==> config.mk <==
export PLATFORM = sky130hd
export DESIGN_NAME = brc_div
export DESIGN_NICKNAME = d
export VERILOG_FILES = /design/src/rtl/brc_pkg.sv /design/src/rtl/brc_div.sv
export SDC_FILE = /design/constraint.sdc
export NUM_CORES = 2
export LEC_CHECK = 0
export BUFFER_PORTS_ARGS = -buffer_cell sky130_fd_sc_hd__buf_2
export CAP_MARGIN = 20
export CORE_MARGIN = 4
export CORE_UTILIZATION = 30
export CTS_CLUSTER_DIAMETER = 80
export DETAILED_ROUTE_END_ITERATION = 12
export GPL_TIMING_DRIVEN = 0
export SETUP_SLACK_MARGIN = 0.15
export SYNTH_ARGS = -nofsm -noshare
export SYNTH_HDL_FRONTEND = slang
export SYNTH_SLANG_ARGS = --single-unit
==> constraint.sdc <==
create_clock -name clock -period 3.4 [get_ports clock]
set_input_delay 0.51 -clock clock [delete_from_list [all_inputs] [get_ports clock]]
set_output_delay 0.51 -clock clock [all_outputs]
set_load 0.02 [all_outputs]
==> src/rtl/brc_pkg.sv <==
// Shared widths, constants, codes and beat types for the barometer compensation block.
package brc_pkg;

   localparam int UT_W       = 16;
   localparam int UP_W       = 16;
   localparam int TEMP_W     = 16;
   localparam int PRESS_W    = 18;
   localparam int COEF_W     = 16;
   localparam int CSR_IDX_W  = 4;
   localparam int CSR_DATA_W = 32;

   localparam int X1_W   = 18;
   localparam int TNUM_W = 27;
   localparam int TDEN_W = 18;
   localparam int B5_W   = 28;
   localparam int B6_W   = 28;
   localparam int SQ_W   = 42;
   localparam int PNUM_W = 32;
   localparam int PDEN_W = 17;
   localparam int P_W    = 33;

   localparam int MC_SHIFT    = 11;
   localparam int B6_OFFSET   = 4000;
   localparam int PRESS_SCALE = 50000;
   localparam int B4_BIAS     = 32768;
   localparam int K1          = 3038;
   localparam int K2          = -7357;
   localparam int K3          = 3791;
   localparam int TEMP_MAX    = 32767;
   localparam int TEMP_MIN    = -32768;
   localparam int PRESS_MAX   = 262143;

   typedef enum logic [CSR_IDX_W-1:0] {
      CSR_AC1   = 4'd0,
      CSR_AC2   = 4'd1,
      CSR_AC3   = 4'd2,
      CSR_AC4   = 4'd3,
      CSR_AC5   = 4'd4,
      CSR_AC6   = 4'd5,
      CSR_B1_B2 = 4'd6,
      CSR_MC_MD = 4'd7
   } csr_index_type;

   typedef struct packed {
      logic [UT_W-1:0] ut;
      logic [UP_W-1:0] up;
   } req_type;

   typedef struct packed {
      logic signed [TEMP_W-1:0] temp_tenths;
      logic [PRESS_W-1:0]       pressure_pa;
      logic                     math_error;
   } rsp_type;

   typedef struct packed {
      logic signed [COEF_W-1:0] ac1;
      logic signed [COEF_W-1:0] ac2;
      logic signed [COEF_W-1:0] ac3;
      logic [COEF_W-1:0]        ac4;
      logic [COEF_W-1:0]        ac5;
      logic [COEF_W-1:0]        ac6;
      logic signed [COEF_W-1:0] b1;
      logic signed [COEF_W-1:0] b2;
      logic signed [COEF_W-1:0] mc;
      logic signed [COEF_W-1:0] md;
   } coef_type;

   typedef struct packed {
      logic signed [X1_W-1:0] x1;
      logic [UP_W-1:0]        up;
      logic                   neg;
      logic                   err;
   } tdiv_side_type;

   typedef struct packed {
      logic signed [TEMP_W-1:0] temp;
      logic                     dbl;
      logic                     err;
   } pdiv_side_type;

endpackage

==> src/rtl/brc_div.sv <==
// Pipelined restoring unsigned divider, one quotient bit per stage.
module brc_div #(
   parameter int NUM_W  = brc_pkg::TNUM_W,
   parameter int DEN_W  = brc_pkg::TDEN_W,
   parameter int SIDE_W = 1
) (
   input  logic              clock,
   input  logic              reset,
   input  logic              advance,
   input  logic              in_valid,
   input  logic [NUM_W-1:0]  in_num,
   input  logic [DEN_W-1:0]  in_den,
   input  logic [SIDE_W-1:0] in_side,
   output logic              out_valid,
   output logic [NUM_W-1:0]  out_quo,
   output logic [SIDE_W-1:0] out_side
);

   logic [NUM_W-1:0]  valid_ff;
   logic [NUM_W-1:0]  quo_ff  [NUM_W];
   logic [SIDE_W-1:0] side_ff [NUM_W];
   logic [NUM_W-1:0]  num_ff  [NUM_W-1];
   logic [DEN_W-1:0]  rem_ff  [NUM_W-1];
   logic [DEN_W-1:0]  den_ff  [NUM_W-1];

   for (genvar s = 0; s < NUM_W; s++) begin : g_step
      logic              valid_prev;
      logic [NUM_W-1:0]  num_prev;
      logic [NUM_W-1:0]  quo_prev;
      logic [DEN_W-1:0]  rem_prev;
      logic [DEN_W-1:0]  den_prev;
      logic [SIDE_W-1:0] side_prev;
      logic [DEN_W:0]    trial;
      logic [DEN_W:0]    diff;
      logic [DEN_W-1:0]  rem_in;
      logic [NUM_W-1:0]  quo_in;

      if (s == 0) begin : g_first
         assign valid_prev = in_valid;
         assign num_prev   = in_num;
         assign quo_prev   = '0;
         assign rem_prev   = '0;
         assign den_prev   = in_den;
         assign side_prev  = in_side;
      end else begin : g_next
         assign valid_prev = valid_ff[s-1];
         assign num_prev   = num_ff[s-1];
         assign quo_prev   = quo_ff[s-1];
         assign rem_prev   = rem_ff[s-1];
         assign den_prev   = den_ff[s-1];
         assign side_prev  = side_ff[s-1];
      end

      assign trial  = {rem_prev, num_prev[NUM_W-1-s]};
      assign diff   = trial - {1'b0, den_prev};
      assign rem_in = diff[DEN_W] ? trial[DEN_W-1:0] : diff[DEN_W-1:0];
      assign quo_in = {quo_prev[NUM_W-2:0], ~diff[DEN_W]};

      always_ff @(posedge clock) begin
         if (reset) begin
            valid_ff[s] <= 1'b0;
         end else if (advance) begin
            valid_ff[s] <= valid_prev;
         end
      end

      always_ff @(posedge clock) begin
         if (advance) begin
            quo_ff[s]  <= quo_in;
            side_ff[s] <= side_prev;
         end
      end

      if (s < NUM_W-1) begin : g_carry
         always_ff @(posedge clock) begin
            if (advance) begin
               num_ff[s] <= num_prev;
               rem_ff[s] <= rem_in;
               den_ff[s] <= den_prev;
            end
         end
      end
   end

   assign out_valid = valid_ff[NUM_W-1];
   assign out_quo   = quo_ff[NUM_W-1];
   assign out_side  = side_ff[NUM_W-1];

endmodule

==> metrics.md <==
| Metric | Value |
|---|---|
| Fraction of registers with async set/reset | `0%` |
| Final wirelength | `163.3 mm` |
| HP Class | `in -> reg` |
| CP Capture Type | `flop` |
| Flop pwr share | `32.7%` |
| CP max-delay cell | `edfxtp_1` |
| Vias in the first global route | `48030` |
| RSZ-0062 raised after global routing | `yes` |
| Io pins | `79` |
| Largest stage delay on the critical path | `390 ps` |
| Max Cap Violations | `0` |
| Synthesized area | `81150 um2` |
| H-Tree Depth | `4` |
| Combinational power share | `45.1%` |
| Dpl cells | `9490` |
| Wire per inst | `16.13 um` |
| GRT Total Usage | `11.42%` |
| Post-route ant nets | `0` |
| Layout Skew | `77.31 ps` |
| Worst-margin pin slew | `1007 ps` |
| Hold Path Depth | `1` |
| Slew headroom | `32.87%` |
| Final Cycle Share | `97.09%` |
| Die footprint | `278900 um2` |
| P_sw | `32780 uW` |
| CP required | `4020 ps` |
| # clock sinks | `1719` |
| Fmax | `302.9 MHz` |
| CP Max Fanout | `6` |
| Yosys top cell by area | `edfxtp_1` |
| Post-synthesis register bit count | `1719` |
| Crit path arrival time | `3930 ps` |
| Commonest non-fill, non-tap cell in the layout | `edfxtp_1` |
| Reg2reg path depth | `12` |
| Most frequent cells in the layout | `1692 x edfxtp_1, 581 x inv_1, 445 x ha_1, 274 x a21oi_1, 244 x mux2_2` |
| WS Path Type | `reg -> reg` |
| Final Util | `36.35%` |
| Post-layout nets | `6947` |
| Hold Vio Cnt, Final | `0` |
| Area of the core | `268600 um2` |
| Crit-path cells | `ha_2, fa_2, nor2b_4, o211ai_1, a21oi_2, o41ai_4, o211a_1, nor3_4, xor2_4, buf_8, buf_6, mux2_4` |
| Initial Utilization | `30.21%` |
| Via count | `47160` |
| Unique masters post-synth | `81` |
| CTS root buffer | `clkbuf_16` |
| Max IR drop VDD | `0.0004278 V` |
| Synth top area cells | `edfxtp_1 63%, ha_1 7.2%, mux2_2 5.0%` |
| Leakage | `0.03792 uW` |
| Clock Tree Buf Depth | `4` |
| Synth Instances | `5842` |
| Detailed Place HPWL | `108.4 mm` |
| Hold_ws | `161.0 ps` |
| Switch share | `33.40%` |
| Final min period | `3301 ps` |
| Number of synthesized flops with an enable pin | `1692` |
| Final Setup Violations | `0` |
| Pint | `65360 uW` |
| Initial DRC Count | `2882` |
| Residual DRC count | `0` |
| Row Count | `190` |
| Ratio of cells with drive above 1 in the final layout | `18.55%` |
| CTS Buf Count | `207` |
| Die height | `528.1 um` |
| Initial antenna violation count | `1` |
| Status | `completed` |
| Total negative setup slack | `0 ps` |
| Syn Area/Cell | `13.89 um2` |
| Remaining Overflow, GRT | `0` |
| Syn-to-layout area delta | `20.33%` |
| Largest net degree at the start of global routing | `183` |
| Worst-path clk slew | `60 ps` |
| Final GP Congestion | `0.8340` |
| Pwr/cell area | `1005 nW/um2` |
| CP Launch Type | `flop` |
| Post-synthesis sequential area ratio | `63.27%` |
| Finished Layout Cells | `10120` |
| Yosys warning count | `0` |
| TritonCTS clock tree | `yes` |
| DR pass1 iterations | `5` |
| First-pass GRT wire length | `260.5 mm` |
| Area fraction of the dominant cell type after synthesis | `62.61%` |
| Port Buffers | `77` |
| Clock Latency Late Sink | `870 ps` |
| Clock group share of total power | `22.2%` |
| Drt via density | `4.658` |
| Die W | `528.1 um` |
| Top FF cell, synth | `edfxtp_1` |
| Pins Over Slew Limit | `0` |
[sequential cells by signal, indices dropped and copies added, names as in the netlist]
signal             cells
side_ff               27
out_valid              1
num_ff               351
quo_ff               378
g_step.valid_prev     26
rem_ff               468
den_ff               468
[critical path, delay by kind of cell, from the launching register on]
| kind | cells | cell delay, ps |
|---|---|---|
| AO/OA/AOI/OAI | 4 | 860 |
| XOR/XNOR | 1 | 310 |
| adder cells (fa/ha/maj) | 2 | 580 |
| buffers and inverters | 2 | 310 |
| flip-flops | 1 | 390 |
| multiplexers | 1 | 290 |
| AND/OR/NAND/NOR | 2 | 320 |
[per-layer routing]
metal / GRT usage [%] / part of all wire (%) / vias up
met5: 0 / 0 / -
li1: - / - / 23060
met2: 19.18 / 48 / 823
met4: 4.883 / 4.1 / 0
met3: 1.836 / 3.9 / 343
met1: 14.59 / 44 / 22930
[logic make-up after synthesis]
kind of cell	count (synthesis)	share of synthesized area, %
AOI/OAI and AO/OA	1157	9.275
xor gates and xnor gates	376	4.183
adders and majority gates	494	7.848
buffers and inverters	673	3.201
DFF	1719	63.27
muxes	449	6.133
other	1	0.004621
and+or+nand+nor	973	6.081
[final timing paths]
check / to / start / slack [ps]
worst max-delay path: rem_ff[3][10] / den_ff[0][198] / 100
worst min-delay path: num_ff[0][3] / advance / 160
worst max register to register: rem_ff[3][10] / den_ff[0][198] / 100
worst min register to register: quo_ff[1][191] / quo_ff[1][163] / 370
[through the flow]
stage | total power, uW | setup slack [ps] | area (um2)
after global routing | 104300 | -24.25 | 97650
after CTS | 96440 | 12.57 | 96240
final | 98140 | 98.97 | 97650
after global placement | 68540 | -25810 | 86090
after detailed placement | 67920 | -1551 | 86390
after floorplan | 58640 | 159.9 | 81260
[timing repair]
item / 4_1_cts / 5_1_grt
hold buffers: 48 / 0
endpoints found under the setup margin: 660 / 394
resized for setup: 325 / 219
buffers inserted: 125 / 68
pin swaps: 82 / 81
gates cloned: 12 / 3
hold endpoints to repair: 54 / 0
[power by group through the flow]
stage / clock network [uW] / registers [uW] / logic [uW]
4_1_cts: 22700 / 32100 / 41600
6_report: 21800 / 32100 / 44300
2_1_floorplan: 0 / 31400 / 27200
5_1_grt: 23600 / 32500 / 48200
3_5_place_dp: 0 / 32500 / 35500
3_3_place_gp: 0 / 33500 / 35000
[synthesized netlist by cell type (12+ instances only)]
| library cell | instances |
|---|---|
| o21bai_1 | 41 |
| mux2_2 | 361 |
| nand2_1 | 196 |
| fa_1 | 25 |
| nand3b_1 | 13 |
| o211ai_1 | 21 |
| edfxtp_1 | 1692 |
| o311ai_0 | 16 |
| o31ai_1 | 25 |
| a21boi_0 | 15 |
| ha_1 | 469 |
| nor2_1 | 236 |
| o31a_1 | 21 |
| mux2i_1 | 81 |
| nand2b_1 | 64 |
| a21o_1 | 162 |
| nor3_1 | 98 |
| a31oi_1 | 47 |
| nand3_1 | 49 |
| buf_2 | 12 |
| and3_1 | 37 |
| o41ai_1 | 16 |
| o21a_1 | 66 |
| nand4_1 | 63 |
| nor4_1 | 22 |
| a21oi_1 | 299 |
| a2111oi_0 | 19 |
| xor2_1 | 128 |
| dfxtp_1 | 27 |
| xnor2_1 | 236 |
| inv_1 | 587 |
| clkbuf_1 | 60 |
| nor2b_1 | 110 |
| and2_1 | 27 |
| a211oi_1 | 50 |
| o21ai_0 | 256 |
| a221oi_1 | 19 |
[layout make-up]
class | instances | area, um2
Antenna cell | 2 | 5.005
Buffer | 86 | 678.2
Clock buffer | 254 | 5484
Clock inverter | 122 | 1222
Fill cell | 25500 | 171000
Inverter | 587 | 2207
Multi-Input combinational cell | 3457 | 28970
Sequential cell | 1719 | 51350
Tap cell | 3552 | 4444
Timing Repair Buffer | 345 | 3287
No activity file was read; power rests on OpenSTA's default activity.
