--- config.mk ---
export PLATFORM = sky130hd
export DESIGN_NAME = brc_corr
export DESIGN_NICKNAME = d
export VERILOG_FILES = /design/src/rtl/brc_pkg.sv /design/src/rtl/brc_corr.sv
export SDC_FILE = /design/constraint.sdc
export NUM_CORES = 2
export LEC_CHECK = 0
export BUFFER_PORTS_ARGS = -buffer_cell sky130_fd_sc_hd__buf_4
export CAP_MARGIN = 15
export CORE_MARGIN = 3
export CORE_UTILIZATION = 51
export CTS_CLUSTER_DIAMETER = 80
export DETAILED_ROUTE_END_ITERATION = 10
export PLACE_DENSITY = 0.63
export SLEW_MARGIN = 20
export SYNTH_ARGS = -nofsm -noshare
export SYNTH_HDL_FRONTEND = slang
export SYNTH_SLANG_ARGS = --single-unit
--- constraint.sdc ---
create_clock -name clock -period 23 [get_ports clock]
set_input_delay 2.3 -clock clock [delete_from_list [all_inputs] [get_ports clock]]
set_output_delay 2.3 -clock clock [all_outputs]
set_load 0.02 [all_outputs]
--- src/rtl/brc_pkg.sv ---
// Shared widths, constants, codes and beat types for the barometer compensation block.
package brc_pkg;

   localparam int UT_W       = 16;
   localparam int UP_W       = 16;
   localparam int TEMP_W     = 16;
   localparam int PRESS_W    = 18;
   localparam int COEF_W     = 16;
   localparam int CSR_IDX_W  = 4;
   localparam int CSR_DATA_W = 32;

   localparam int X1_W   = 18;
   localparam int TNUM_W = 27;
   localparam int TDEN_W = 18;
   localparam int B5_W   = 28;
   localparam int B6_W   = 28;
   localparam int SQ_W   = 42;
   localparam int PNUM_W = 32;
   localparam int PDEN_W = 17;
   localparam int P_W    = 33;

   localparam int MC_SHIFT    = 11;
   localparam int B6_OFFSET   = 4000;
   localparam int PRESS_SCALE = 50000;
   localparam int B4_BIAS     = 32768;
   localparam int K1          = 3038;
   localparam int K2          = -7357;
   localparam int K3          = 3791;
   localparam int TEMP_MAX    = 32767;
   localparam int TEMP_MIN    = -32768;
   localparam int PRESS_MAX   = 262143;

   typedef enum logic [CSR_IDX_W-1:0] {
      CSR_AC1   = 4'd0,
      CSR_AC2   = 4'd1,
      CSR_AC3   = 4'd2,
      CSR_AC4   = 4'd3,
      CSR_AC5   = 4'd4,
      CSR_AC6   = 4'd5,
      CSR_B1_B2 = 4'd6,
      CSR_MC_MD = 4'd7
   } csr_index_type;

   typedef struct packed {
      logic [UT_W-1:0] ut;
      logic [UP_W-1:0] up;
   } req_type;

   typedef struct packed {
      logic signed [TEMP_W-1:0] temp_tenths;
      logic [PRESS_W-1:0]       pressure_pa;
      logic                     math_error;
   } rsp_type;

   typedef struct packed {
      logic signed [COEF_W-1:0] ac1;
      logic signed [COEF_W-1:0] ac2;
      logic signed [COEF_W-1:0] ac3;
      logic [COEF_W-1:0]        ac4;
      logic [COEF_W-1:0]        ac5;
      logic [COEF_W-1:0]        ac6;
      logic signed [COEF_W-1:0] b1;
      logic signed [COEF_W-1:0] b2;
      logic signed [COEF_W-1:0] mc;
      logic signed [COEF_W-1:0] md;
   } coef_type;

   typedef struct packed {
      logic signed [X1_W-1:0] x1;
      logic [UP_W-1:0]        up;
      logic                   neg;
      logic                   err;
   } tdiv_side_type;

   typedef struct packed {
      logic signed [TEMP_W-1:0] temp;
      logic                     dbl;
      logic                     err;
   } pdiv_side_type;

endpackage

--- src/rtl/brc_corr.sv ---
// Pressure correction polynomial and final saturation stages.
module brc_corr (
   input  logic                       clock,
   input  logic                       reset,
   input  logic                       advance,
   input  logic                       in_valid,
   input  logic [brc_pkg::PNUM_W-1:0] in_quo,
   input  brc_pkg::pdiv_side_type     in_side,
   output logic                       out_valid,
   output brc_pkg::rsp_type           out_rsp
);
   import brc_pkg::*;

   localparam int PS_W  = P_W - 8;
   localparam int SQP_W = 2 * PS_W;
   localparam int Y1P_W = SQP_W + 12;
   localparam int Y1_W  = Y1P_W - 16;
   localparam int MK_W  = P_W + 15;
   localparam int Y2_W  = MK_W - 16;
   localparam int SUM_W = Y1_W + 2;
   localparam int PF_W  = Y1_W + 3;

   logic [3:1] valid_ff;

   // stage 1: square and linear products
   logic [P_W-1:0]           r1_p_in;
   logic [PS_W-1:0]          r1_ps;
   logic [SQP_W-1:0]         r1_sq_in;
   logic signed [MK_W-1:0]   r1_m_in;
   logic [P_W-1:0]           r1_p_ff;
   logic [SQP_W-1:0]         r1_sq_ff;
   logic signed [MK_W-1:0]   r1_m_ff;
   logic signed [TEMP_W-1:0] r1_temp_ff;
   logic                     r1_err_ff;

   assign r1_p_in  = in_side.dbl ? {in_quo, 1'b0} : {1'b0, in_quo};
   assign r1_ps    = r1_p_in[P_W-1:8];
   assign r1_sq_in = r1_ps * r1_ps;
   assign r1_m_in  = MK_W'($signed({1'b0, r1_p_in})) * MK_W'(K2);

   always_ff @(posedge clock) begin
      if (advance) begin
         r1_p_ff    <= r1_p_in;
         r1_sq_ff   <= r1_sq_in;
         r1_m_ff    <= r1_m_in;
         r1_temp_ff <= in_side.temp;
         r1_err_ff  <= in_side.err;
      end
   end

   // stage 2: scale the square term
   logic [Y1P_W-1:0]         r2_prod;
   logic [P_W-1:0]           r2_p_ff;
   logic [Y1_W-1:0]          r2_y1_ff;
   logic signed [Y2_W-1:0]   r2_y2_ff;
   logic signed [TEMP_W-1:0] r2_temp_ff;
   logic                     r2_err_ff;

   assign r2_prod = r1_sq_ff * Y1P_W'(K1);

   always_ff @(posedge clock) begin
      if (advance) begin
         r2_p_ff    <= r1_p_ff;
         r2_y1_ff   <= r2_prod[Y1P_W-1:16];
         r2_y2_ff   <= Y2_W'(r1_m_ff >>> 16);
         r2_temp_ff <= r1_temp_ff;
         r2_err_ff  <= r1_err_ff;
      end
   end

   // stage 3: corrected pressure
   logic signed [SUM_W-1:0]  r3_sum;
   logic signed [SUM_W-1:0]  r3_c;
   logic signed [PF_W-1:0]   r3_pf_in;
   logic signed [PF_W-1:0]   r3_pf_ff;
   logic signed [TEMP_W-1:0] r3_temp_ff;
   logic                     r3_err_ff;

   assign r3_sum   = $signed({2'b00, r2_y1_ff}) + SUM_W'(r2_y2_ff) + SUM_W'(K3);
   assign r3_c     = r3_sum >>> 4;
   assign r3_pf_in = PF_W'($signed({1'b0, r2_p_ff})) + PF_W'(r3_c);

   always_ff @(posedge clock) begin
      if (advance) begin
         r3_pf_ff   <= r3_pf_in;
         r3_temp_ff <= r2_temp_ff;
         r3_err_ff  <= r2_err_ff;
      end
   end

   always_ff @(posedge clock) begin
      if (reset) begin
         valid_ff <= '0;
      end else if (advance) begin
         valid_ff <= {valid_ff[2:1], in_valid};
      end
   end

   always_comb begin
      out_rsp.math_error = r3_err_ff;
      if (r3_err_ff) begin
         out_rsp.temp_tenths = '0;
         out_rsp.pressure_pa = '0;
      end else begin
         out_rsp.temp_tenths = r3_temp_ff;
         if (r3_pf_ff < 0) begin
            out_rsp.pressure_pa = '0;
         end else if (r3_pf_ff > PF_W'(PRESS_MAX)) begin
            out_rsp.pressure_pa = PRESS_W'(PRESS_MAX);
         end else begin
            out_rsp.pressure_pa = r3_pf_ff[PRESS_W-1:0];
         end
      end
   end

   assign out_valid = valid_ff[3];

endmodule

==> flow_metrics.env <==
export IMPL_drc=0
export IMPL_grt_max_degree=113
export IMPL_holdWs_ns=0.396
export IMPL_critPathArrivalTime_ns=11.56
export IMPL_dp_hpwl_mm=99.7
export IMPL_clk_pin_slew_worst_paths_ns=0.06
export IMPL_max_stage_delay_ns=1.05
export IMPL_finClkSkew_ns=0.0307
export IMPL_ys_ff_latch=323
export IMPL_via_per_inst=5.25
export IMPL_initial_utilization=0.515
export IMPL_die_w_um=321
export IMPL_nNetsFinal=6558
export IMPL_antenna_found_initial=1
export IMPL_synth_edff_count=320
export IMPL_crit_buf_inv=9
export IMPL_async_flop_share=0
export IMPL_synthFlopType="edfxtp_1"
export IMPL_path_max_fanout=30
export IMPL_cts_buffer_depth=3
export IMPL_cts_tree="built"
export IMPL_outcome="completed"
export IMPL_ys_warn_count=0
export IMPL_rsz0062_at_grt="no"
export IMPL_clk_latency_ns=0.56
export IMPL_gp_congestion=0.943
export IMPL_syn_cell_area_mm2=0.0507
export IMPL_post_route_util=0.552
export IMPL_cp_start_kind="input pin"
export IMPL_ios=90
export IMPL_die_area_mm2=0.103
export IMPL_ant_nets=0
export IMPL_hold_viol=0
export IMPL_cts_max_level=2
export IMPL_cap_viol_max_count=0
export IMPL_area_growth_pct=7.10
export IMPL_yosysSeqAreaShare=0.191
export IMPL_wl_per_cell_um=19.2
export IMPL_die_h_um=321
export IMPL_io_buffers=89
export IMPL_setup_violations=0
export IMPL_wirelength_mm=119
export IMPL_cp_slowest_cell="a221oi_1"
export IMPL_fin_tns_setup_ns=0
export IMPL_dr_pass1_iters=5
export IMPL_period_minus_slack_ns=11.26
export IMPL_grt_overflow=0
export IMPL_cts_hold_buf=0
export IMPL_drt_iter0_drc=1865
export IMPL_diodes=0
export IMPL_cpLargestDelayFamily="adder cells"
export IMPL_ys_types=84
export IMPL_grt_pass1_vias=35200
export IMPL_clock_sinks=323
export IMPL_drive_above_1_share=0.0471
export IMPL_layout_common_cells="inv_1, fa_1, ha_1"
export IMPL_hold_path_class="reg2reg"
export IMPL_vias=32600
export IMPL_max_freq_mhz=88.8
export IMPL_cts_buffers=35
export IMPL_worstMarginPinSlew_ns=1.22
export IMPL_period_share=0.490
export IMPL_crit_required_ns=23.30
export IMPL_post_cts_buffers=0
export IMPL_cp_common_cell="inv_1"
export IMPL_grt_total_usage=0.242
export IMPL_synth_cells=4781
export IMPL_syn_avg_cell_area_um2=10.6
export IMPL_maxSlewHeadroom=0.189
export IMPL_cts_root_buf="clkbuf_16"
export IMPL_rows=115
export IMPL_final_common_cell="inv_1"
export IMPL_core_area_mm2=0.0984
export IMPL_worstSetupPathType="in2reg"
export IMPL_slew_viol_final=0
export IMPL_grt_first_pass_wirelength_mm=194
export IMPL_cts_resized_gates=0
export IMPL_end_kind="register"
==> final timing paths <==
check                                              from                 endpoint  slack, ns  cells after the start
worst min-delay path            r1_temp_ff[2]$_DFFE_PP_  r2_temp_ff[2]$_DFFE_PP_       0.40                      0
worst max-delay path                         in_side[1]   r1_sq_ff[49]$_DFFE_PP_      11.74                     31
worst max register to register    r1_sq_ff[6]$_DFFE_PP_   r2_y1_ff[45]$_DFFE_PP_      15.92                     21
worst min register to register  r1_temp_ff[2]$_DFFE_PP_  r2_temp_ff[2]$_DFFE_PP_       0.40                      0
==> flip-flops by register name, summed over array words and instances (netlist names) <==
name and flops:
r1_err_ff 1, r1_m_ff 32, r1_p_ff 33, r1_sq_ff 48, r1_temp_ff 16, r2_err_ff 1, r2_p_ff 33, r2_temp_ff 16
r2_y1_ff 46, r2_y2_ff 32, r3_err_ff 1, r3_pf_ff 45, r3_temp_ff 16, valid_ff 3
==> stage by stage <==
| stage | cells | worst slack (ns) | cell area [µm²] |
|---|---|---|---|
| after global placement | 6148 | 10.62 | 53100 |
| after floorplan | 4783 | 12.17 | 50700 |
| final | 6212 | 11.74 | 54300 |
| after global routing | 6212 | 11.30 | 54300 |
| after CTS | 6212 | 11.87 | 54300 |
| after detailed placement | 6149 | 11.28 | 53200 |
==> layout make-up <==
type	instances	area [µm²]
Fill cell	8700	44100
Multi-Input combinational cell	3137	36100
Sequential cell	323	9670
Inverter	1264	4740
Tap cell	1287	1610
Timing Repair Buffer	138	1050
Clock buffer	37	883
Clock inverter	26	259
==> kinds of logic after synthesis <==
kind of cell	share of synthesized area
fa+ha+maj	0.530
buf+inv	0.0981
simple gates	0.0677
compound gates	0.0725
flops	0.191
xor+xnor	0.0337
mux	0.00753
other cells	0.0000740
==> cells in the mapped netlist, types with 5 or more instances <==
library cell | instances | area, µm²
inv_1 | 1257 | 4720
fa_1 | 902 | 18100
ha_1 | 703 | 8800
edfxtp_1 | 320 | 9610
nand2_1 | 255 | 957
nor2_1 | 227 | 852
a21oi_1 | 166 | 831
xnor2_1 | 118 | 1030
a21o_1 | 109 | 818
o21ai_0 | 86 | 430
xor2_1 | 75 | 657
clkbuf_1 | 50 | 188
nor2b_1 | 43 | 269
nand3_1 | 41 | 205
o21a_1 | 40 | 300
mux2i_1 | 37 | 370
and3_1 | 34 | 213
nor3_1 | 34 | 170
o21bai_1 | 26 | 195
nand4_1 | 25 | 156
a211oi_1 | 19 | 143
a31oi_1 | 16 | 100
nand2b_1 | 16 | 100
and2_1 | 13 | 81.3
or2_2 | 12 | 75.1
a221oi_1 | 10 | 87.6
nor4_1 | 10 | 62.6
o31ai_1 | 8 | 60.1
clkinv_1 | 7 | 26.3
o41ai_1 | 7 | 61.3
or3_1 | 6 | 37.5
a41oi_1 | 5 | 43.8
and4_1 | 5 | 43.8
nand3b_1 | 5 | 37.5
o211ai_1 | 5 | 37.5
o31a_1 | 5 | 43.8
==> metal layers <==
metal / share of wire / wire length, µm / vias up / global-route usage
li1: - / - / 15400 / -
met1: 0.46 / 54900 / 16100 / 0.343
met2: 0.45 / 54300 / 881 / 0.393
met3: 0.056 / 6730 / 184 / 0.0345
met4: 0.029 / 3500 / 0 / 0.0626
met5: 0 / 0 / - / 0
Power is not shown: default switching activity piles up to over one toggle a cycle in this logic, so the estimate is an artifact.
